===== config.mk =====
export PLATFORM = sky130hd
export DESIGN_NAME = ism_ram
export DESIGN_NICKNAME = d
export VERILOG_FILES = /design/src/design/ism_ram.sv
export SDC_FILE = /design/constraint.sdc
export NUM_CORES = 1
export LEC_CHECK = 0
export BUFFER_PORTS_ARGS = -buffer_cell sky130_fd_sc_hd__buf_2
export CAP_MARGIN = 20
export CORE_MARGIN = 4
export CORE_UTILIZATION = 30
export CTS_CLUSTER_DIAMETER = 120
export DETAILED_ROUTE_END_ITERATION = 10
export HOLD_SLACK_MARGIN = 0.1
export PLACE_DENSITY_LB_ADDON = 0.1
export SLEW_MARGIN = 0
export SYNTH_ARGS = -nofsm -noshare
export SYNTH_HDL_FRONTEND = slang
export SYNTH_SLANG_ARGS = --single-unit

===== constraint.sdc =====
create_clock -name clk -period 3.6 [get_ports clk]
set_clock_uncertainty 0.05 [all_clocks]
set_input_delay 0.18 -clock clk [delete_from_list [all_inputs] [get_ports clk]]
set_output_delay 0.18 -clock clk [all_outputs]
set_load 0.005 [all_outputs]

===== src/design/ism_ram.sv =====
// ----------------------------------------------------------------------------
// ism_ram
// Generic simple dual-port RAM, one write and one registered read port.
// ----------------------------------------------------------------------------
`default_nettype none

module ism_ram #(
  parameter int unsigned WIDTH = 8,
  parameter int unsigned DEPTH = 64
) (
  input  wire logic                             clk,
  input  wire logic                             we,
  input  wire logic [$clog2(DEPTH)-1:0]         waddr,
  input  wire logic [WIDTH-1:0]                 wdata,
  input  wire logic                             re,
  input  wire logic [$clog2(DEPTH)-1:0]         raddr,
  output      logic [WIDTH-1:0]                 rdata
);

  logic [WIDTH-1:0] mem [DEPTH];

  always_ff @(posedge clk) begin
    if (we) begin
      mem[waddr] <= wdata;
    end
    if (re) begin
      rdata <= mem[raddr];
    end
  end

endmodule

`default_nettype wire


### After elaboration in Yosys (flattened, before gate mapping)

Memory sizes are Yosys's and may differ from the RTL's. A register that Yosys moved wholly into a read port is not among the register bits.
Cells that the tools add are included.

| word-level totals | value |
|---|---|
| register bits | 0 |
| memory bits (writable) | 512 |
| bits of input ports | 23 |
| output and inout port bits | 8 |
| memories kept | 1 |

| operators by class | value |
|---|---|
| multiplexer cells | 2 |

Memory list:

| name | words | bits a word | read ports | clocked after memory_dff | write ports | RTL line | source |
|---|---|---|---|---|---|---|---|
| mem | 64 | 8 | 1 | 1 | 1 | 20 | `logic [WIDTH-1:0] mem [DEPTH];` |

Operators by type and width:

| operator | number |
|---|---|
| $mux W1 | 2 |

### Longest topological paths before layout

Gate-level depths: netlist of run 1.

| depth | value |
|---|---|
| depth after elaboration | 2 |
| mapped depth | 9 |

### Worst setup path after synthesis of run 1

No wires, ideal clock.

| path | value |
|---|---|
| path kind | input -> register |
| start | input port raddr[1] |
| end | register rdata[3], read port of mem (data pin) |
| library setup time | 266 ps |
| arrival | 1,720 ps |
| data required time | 3,284 ps |
| setup slack | 1,564 ps |
| stages on the path | 7 |
| cells stage by stage | buf_4 > buf_2 > buf_2 > mux4_2 > mux4_2 > o21ai_1 > o41ai_1 |

RTL lines:

| element | RTL line | source |
|---|---|---|
| start: declaration | 16 | `input wire logic [$clog2(DEPTH)-1:0] raddr,` |
| end: declaration | 17 | `output logic [WIDTH-1:0] rdata` |

### Final worst setup path of run 1

| path | value |
|---|---|
| start | input port waddr[2] |
| end | memory mem[1][0], enable pin |

RTL lines:

| element | RTL line | source |
|---|---|---|
| start: declaration | 13 | `input wire logic [$clog2(DEPTH)-1:0] waddr,` |
| end: declaration | 20 |  |

Straight into the memory's write port.

==> flow_summary_export.csv, run 1 <==
group,metric,value,unit
global_routing,grt_overflow,0,
clock_network,clkTransAtPathRegs,0.05,ns
drt,first_pass_iters,4,
global_routing,grt_max_degree,65,
synthesis,synthDistinctLibCells,39,
clock_network,cts_tree,"yes",
min_path,min_path_type,"in -> reg",
clock_network,root_buffer,"clkbuf_16",
sta,period_needed,2.44,ns
die,dieArea,71700,um2
cells_and_area,seq_area,15600,um2
drt,wl_per_cell,27.7,um
power,pwr_density_cell,553,nW/um2
sta,period_share,67.7,%
synthesis,synthesis.instances,940,
worst_setup_path,ff2ff_path_depth,5,
min_path,hold_start,"wdata[7]",
global_routing,grt_pass1_wl,78800,um
worst_setup_path,critPathLaunchType,"input port",
worst_setup_path,r2r-start,"mem[29][6]$_DFFE_PP_",
worst_setup_path,crit_path_end_kind,"flop",
sta,fmax,410,MHz
clock_network,cts_max_level,2,
drt,vias_per_cell,4.93,
synthesis,seq_area_frac_synth,77.1,%
sta,slew_headroom,31.3,%
clock_network,clockBufferDepth,3,
die,chipHeight,268,um
power,power_leakage,7.49,nW
worst_setup_path,crit_family,"simple AND/OR/NAND/NOR gates",
clock_network,cts_buffers,58,
placed_design,hpwl,35300,um
cells_and_area,fin_nets,1098,
die,initial_utilization,30.5,%
worst_setup_path,path_cells,"dlygate4sd3_1, buf_2, nor2_1, nand3_1, nor2_1",
cells_and_area,multiInputGateArea,4320,um2
sta,totalNegativeSetupSlack,0,ns
cells_and_area,final_common_cell,"edfxtp_1",
sta,rsz0062_at_grt,"no",
power,vdd_ir_drop_max,0.309,mV
drt,num_vias,9814,
synthesis,ys_ff_latch,520,
cells_and_area,area_delta_synth_final,17.5,%
drt,ant_nets,0,
sta,setup-violations-final,0,
global_routing,grt_use_total,15.5,%
drt,totalWireLength,55000,um
die,row_count,94,
worst_setup_path,cp_num_buf_inv,2,
worst_setup_path,cpMostUsedCell,"nor2_1",
cells_and_area,num-fill-cells,6193,
worst_setup_path,reg2reg_to,"rdata[6]$_DFFE_PP_",
run,maxCapViolCount,0,
synthesis,synth-warning-count,0,
global_routing,grt_pass1_vias,10443,
run_status,status,"finished clean",
cells_and_area,final_cell_mix,"520 x edfxtp_1, 126 x mux4_2, 87 x buf_4",
worst_setup_path,cp_slowest_cell,"nor2_1",
synthesis,synth_fp_nets,963,
synthesis,post_synth.cell_area_avg,21.5,um2
worst_setup_path,cp.depth,5,
global_routing,antenna_found_initial,3,
sta,drv_slew,0,
synthesis,syn_area,20200,um2
drt,drtIter0Drc,793,
placed_design,port_buffers,30,
cells_and_area,layoutNonFillerInstCount,1989,
placed_design,dp_cells,1871,
sta,tightest_slew,1.03,ns
power,total_power,13.2,mW
die,io_pins,31,
drt,drc_errors,0,
worst_setup_path,slowest_delay,0.99,ns
clock_network,insertion_delay,0.63,ns
die,coreArea,66300,um2
sta,hold_viol,0,
clock_network,post_cts_buffers,0,
worst_setup_path,startpoint,"waddr[2]",
cells_and_area,final_cell_area,23800,um2
placed_design,place_area,21900,um2
clock_network,clock-sinks,520,
die,die_x,268,um
worst_setup_path,crit_end,"mem[1][0]$_DFFE_PP_",
worst_setup_path,path_class,"in -> reg",
placed_design,gp_congestion,0.745,
worst_setup_path,worstPathArrival,2.62,ns
worst_setup_path,crit_required,3.78,ns
worst_setup_path,r2r_slack,1.30,ns
worst_setup_path,critPathMaxFanout,10,
cells_and_area,drive_gt1_share,30.0,%
==> state kept, by name, indices dropped and copies added, names as in the netlist <==
register  cells
mem         512
rdata         8
==> logic make-up after synthesis <==
group	share of synthesized area (%)
muxes	15.9
DFF	77.1
AOI/OAI and AO/OA	2.06
buffers and inverters	1.56
and+or+nand+nor	3.37
==> worst register-to-register path: cells and delay by family, from the launching register on <==
| family | cells | cell delay, ns |
|---|---|---|
| AOI/OAI and AO/OA | 2 | 0.45 |
| DFF | 1 | 0.36 |
| muxes | 2 | 0.77 |
| and+or+nand+nor | 1 | 0.40 |
==> report_power, final <==
group | internal (mW) | switching (mW) | leakage, nW | total, mW
clock | 3.36 | 2.38 | 0.898 | 5.74
combinational | 0.252 | 0.426 | 1.90 | 0.678
sequential | 6.72 | 0.0196 | 4.69 | 6.74
==> stage by stage <==
| step | utilization [%] | hold slack, ns | setup WS (ns) |
|---|---|---|---|
| after floorplan | - | 0.229 | 1.56 |
| after global placement | 33.0 | 0.519 | 0.726 |
| after detailed placement | 33.0 | 0.516 | 0.753 |
| after CTS | 35.9 | 0.101 | 1.20 |
| after global routing | 35.9 | 0.131 | 1.07 |
| final | 35.9 | 0.132 | 1.16 |
==> cells in the mapped netlist <==
cell       number  area (um2)
o21ai_1         2        10.0
clkbuf_1       17        63.8
edfxtp_1      520       15600
o2bb2ai_1       3        26.3
o221a_2         2        22.5
a211oi_1        4        30.0
a2111oi_0       2        17.5
nand4b_1        1        8.76
nand3b_1        3        22.5
a31oi_1         1        6.26
a221oi_1        6        52.6
nor2b_1        14        87.6
o32ai_1         2        17.5
buf_4          13        97.6
nor2_1         83         312
o22ai_1         8        50.1
o21ai_0         2        10.0
a21oi_1         3        15.0
o311ai_1        1        8.76
buf_1           4        15.0
mux4_2        126        2840
nor4_1          2        12.5
and2_1          1        6.26
o41ai_1         2        17.5
mux2i_1        23         230
buf_6           4        45.0
buf_2          11        55.1
o21a_1          2        15.0
or3_1           1        6.26
o2111ai_1       3        26.3
buf_12          2        40.0
nand2_1        19        71.3
nand2b_1        7        43.8
nor3_1          7        35.0
o221ai_1        8        70.1
mux2_2         13         146
nand4_1         2        12.5
nand3_1        13        65.1
a22oi_1         3        22.5
==> layout make-up <==
type | instances | area share (%)
timing repair buffer | 126 | 3.96
antenna | 2 | 0.0210
tap | 864 | 4.54
sequential | 520 | 65.6
clock inverter | 33 | 1.24
clock buffer | 75 | 6.46
multi-input combinational | 369 | 18.2
==> layer usage <==
| layer | track usage (%) | up-vias | part of all wire (%) |
|---|---|---|---|
| met5 | 0 | - | 0 |
| li1 | - | 4218 | - |
| met4 | 3.68 | 0 | 2.1 |
| met2 | 24.8 | 212 | 47 |
| met1 | 22.0 | 5307 | 46 |
| met3 | 3.18 | 77 | 4.8 |
==> repair_timing <==
action / in CTS / in global routing
setup endpoints to repair: 0 / 0
hold buffers: 8 / 0
endpoints found under the hold margin: 77 / 0
resized for setup: 0 / 0
==> how the worst min path moves through the flow <==
stage,depth (start not counted),to
2_1_floorplan,0,mem[0][0]$_DFFE_PP_
3_3_place_gp,1,rdata[6]$_DFFE_PP_
3_5_place_dp,1,rdata[6]$_DFFE_PP_
4_1_cts,3,mem[49][1]$_DFFE_PP_
5_1_grt,3,mem[49][1]$_DFFE_PP_
6_report,1,mem[55][7]$_DFFE_PP_
Note: power is estimated with default switching activity, not from simulation.
==> run 2, diff against run 1 <==
==> constraint.sdc (replaced) <==
create_clock -name clk -period 2.5 [get_ports clk]
set_clock_uncertainty 0.05 [all_clocks]
set_input_delay 0.125 -clock clk [delete_from_list [all_inputs] [get_ports clk]]
set_output_delay 0.125 -clock clk [all_outputs]
set_load 0.005 [all_outputs]
==> run 2 against run 1 <==
Worst setup slack lost 0.89 ns. Final cell count rose by 2.5%. First-iteration DRC count rose by 4.4%. Utilization up 0.78 points. Total power rose by 44%. Hold slack worse by 0.0062 ns. Non-clock buffer count grew 54. Register-to-register slack lost 1.0 ns. Critical path type is now reg -> reg. Highest routed layer unchanged.
==> flow_summary_export.csv, run 2 (synthesis results as in run 1) <==
group,metric,value,unit
sta,period_share,89.1,%
clock_network,cts_max_level,2,
worst_setup_path,slowest_delay,0.47,ns
worst_setup_path,critPathLaunchType,"flop",
cells_and_area,final_cell_area,24300,um2
sta,drv_slew,0,
cells_and_area,final_common_cell,"edfxtp_1",
worst_setup_path,worstPathArrival,2.52,ns
drt,wl_met1,25500,um
placed_design,port_buffers,30,
sta,period_needed,2.23,ns
die,io_pins,31,
power,intPower,14.9,mW
power,pwr-share-comb,5.4,%
power,p_clk_share,43.3,%
clock_network,cts_buffers,57,
die,dieArea,71700,um2
worst_setup_path,crit_end,"rdata[4]$_DFFE_PP_",
power,seqPwrFrac,51.3,%
clock_network,cts_tree,"yes",
global_routing,grt_overflow,0,
placed_design,gp_congestion,0.753,
drt,top_layer_used,"met4",
cells_and_area,final_cell_mix,"520 x edfxtp_1, 126 x mux4_2, 123 x buf_4",
worst_setup_path,critPathMaxFanout,1,
drt,drtIter0Drc,828,
worst_setup_path,cp.depth,5,
sta,hold_viol,0,
power,pwr_density_cell,778,nW/um2
worst_setup_path,path_class,"reg -> reg",
drt,dr_wl_met2,24700,um
cells_and_area,largest_reg_flops,512,
power,total_power,18.9,mW
power,sw_frac_of_total,21.2,%
die,die_x,268,um
sta,fmax,449,MHz
cells_and_area,regMostFlops,"mem",
clock_network,root_buffer,"clkbuf_16",
cells_and_area,top_regs,"mem (512), rdata (8)",
sta,setup-violations-final,0,
global_routing,antenna_found_initial,4,
cells_and_area,area_delta_synth_final,20.1,%
clock_network,post_cts_buffers,0,
worst_setup_path,startpoint,"mem[29][4]$_DFFE_PP_",
cells_and_area,drive_gt1_share,32.7,%
cells_and_area,final_util,36.7,%
drt,ant_nets,0,
clock_network,clkTransAtPathRegs,0.06,ns
global_routing,grt_pass1_vias,10423,
global_routing,grt_pass1_wl,78300,um
clock_network,clock-sinks,520,
worst_setup_path,crit_family,"multiplexers",
drt,num_vias,9907,
power,p_switching,4.02,mW
placed_design,place_area,22300,um2
worst_setup_path,r2r_slack,0.27,ns
worst_setup_path,path_cells,"mux4_2, mux2_2, o221a_2, nor3_1, o32ai_1",
die,row_count,94,
worst_setup_path,crit_path_end_kind,"flop",
die,coreArea,66300,um2
worst_setup_path,cp_slowest_cell,"mux4_2",
global_routing,grt_max_degree,65,
drt,vias_per_cell,4.86,
cells_and_area,fin_nets,1151,
drt,wl_per_cell,26.4,um
sta,rsz0062_at_grt,"no",
drt,routed-wl-met3,2520,um
worst_setup_path,cp_num_buf_inv,0,
sta,tightest_slew,1.04,ns
run,maxCapViolCount,0,
worst_setup_path,reg2reg_to,"rdata[4]$_DFFE_PP_",
power,power_leakage,7.78,nW
run_status,status,"finished clean",
power,vdd_ir_drop_max,0.512,mV
drt,drc_errors,0,
worst_setup_path,ff2ff_path_depth,5,
worst_setup_path,crit_required,2.79,ns
clock_network,clockBufferDepth,3,
sta,slew_headroom,30.7,%
die,chipHeight,268,um
drt,totalWireLength,53800,um
die,initial_utilization,30.5,%
placed_design,hpwl,35300,um
global_routing,grt_use_total,15.3,%
clock_network,insertion_delay,0.61,ns
min_path,min_path_type,"in -> reg",
drt,first_pass_iters,5,
worst_setup_path,r2r-start,"mem[29][4]$_DFFE_PP_",
-- run 2: power by group through the flow --
stage                     Combinational [mW]  Sequential [mW]  Clock, mW
after global routing                    1.11             9.70       8.84
after detailed placement                1.04             9.88          0
after CTS                               1.06             9.70       8.45
after global placement                  1.03             9.88          0
final                                   1.02             9.70       8.19
after floorplan                        0.515             9.87          0
-- run 2: worst min-delay path by stage --
stage | startpoint | endpoint | cells past startpoint
2_1_floorplan | wdata[0] | mem[0][0]$_DFFE_PP_ | 0
3_3_place_gp | re | rdata[6]$_DFFE_PP_ | 1
3_5_place_dp | re | rdata[6]$_DFFE_PP_ | 1
4_1_cts | wdata[3] | mem[62][3]$_DFFE_PP_ | 1
5_1_grt | wdata[3] | mem[62][3]$_DFFE_PP_ | 1
6_report | wdata[3] | mem[63][3]$_DFFE_PP_ | 1
-- run 2: what timing repair did --
item                       CTS  global route
setup endpoints to repair    0             0
resized for setup            0             0
hold buffers                16             0
hold endpoints to repair   225             0
-- run 2: final cells by class --
| cell class | count | area (um2) |
|---|---|---|
| antenna | 1 | 2.50 |
| clock inverter | 31 | 278 |
| multi-input combinational | 369 | 4320 |
| sequential | 520 | 15600 |
| tap | 864 | 1080 |
| fill | 6164 | 42000 |
| timing repair buffer | 180 | 1490 |
| clock buffer | 73 | 1530 |
-- run 2: per-layer routing --
metal | up-vias | track usage [%]
li1 | 4319 | -
met1 | 5317 | 22.7
met2 | 205 | 23.7
met3 | 66 | 2.59
met4 | 0 | 3.68
met5 | - | 0
-- run 2: metrics by stage --
step	setup WS (ns)	hold WS [ns]	std cells	setup TNS (ns)
after floorplan	0.519	0.174	940	0
after global placement	-0.0554	0.483	1917	-0.112
after detailed placement	-0.0450	0.480	1917	-0.148
after CTS	0.261	0.111	2037	0
after global routing	0.221	0.129	2037	0
final	0.272	0.125	2038	0
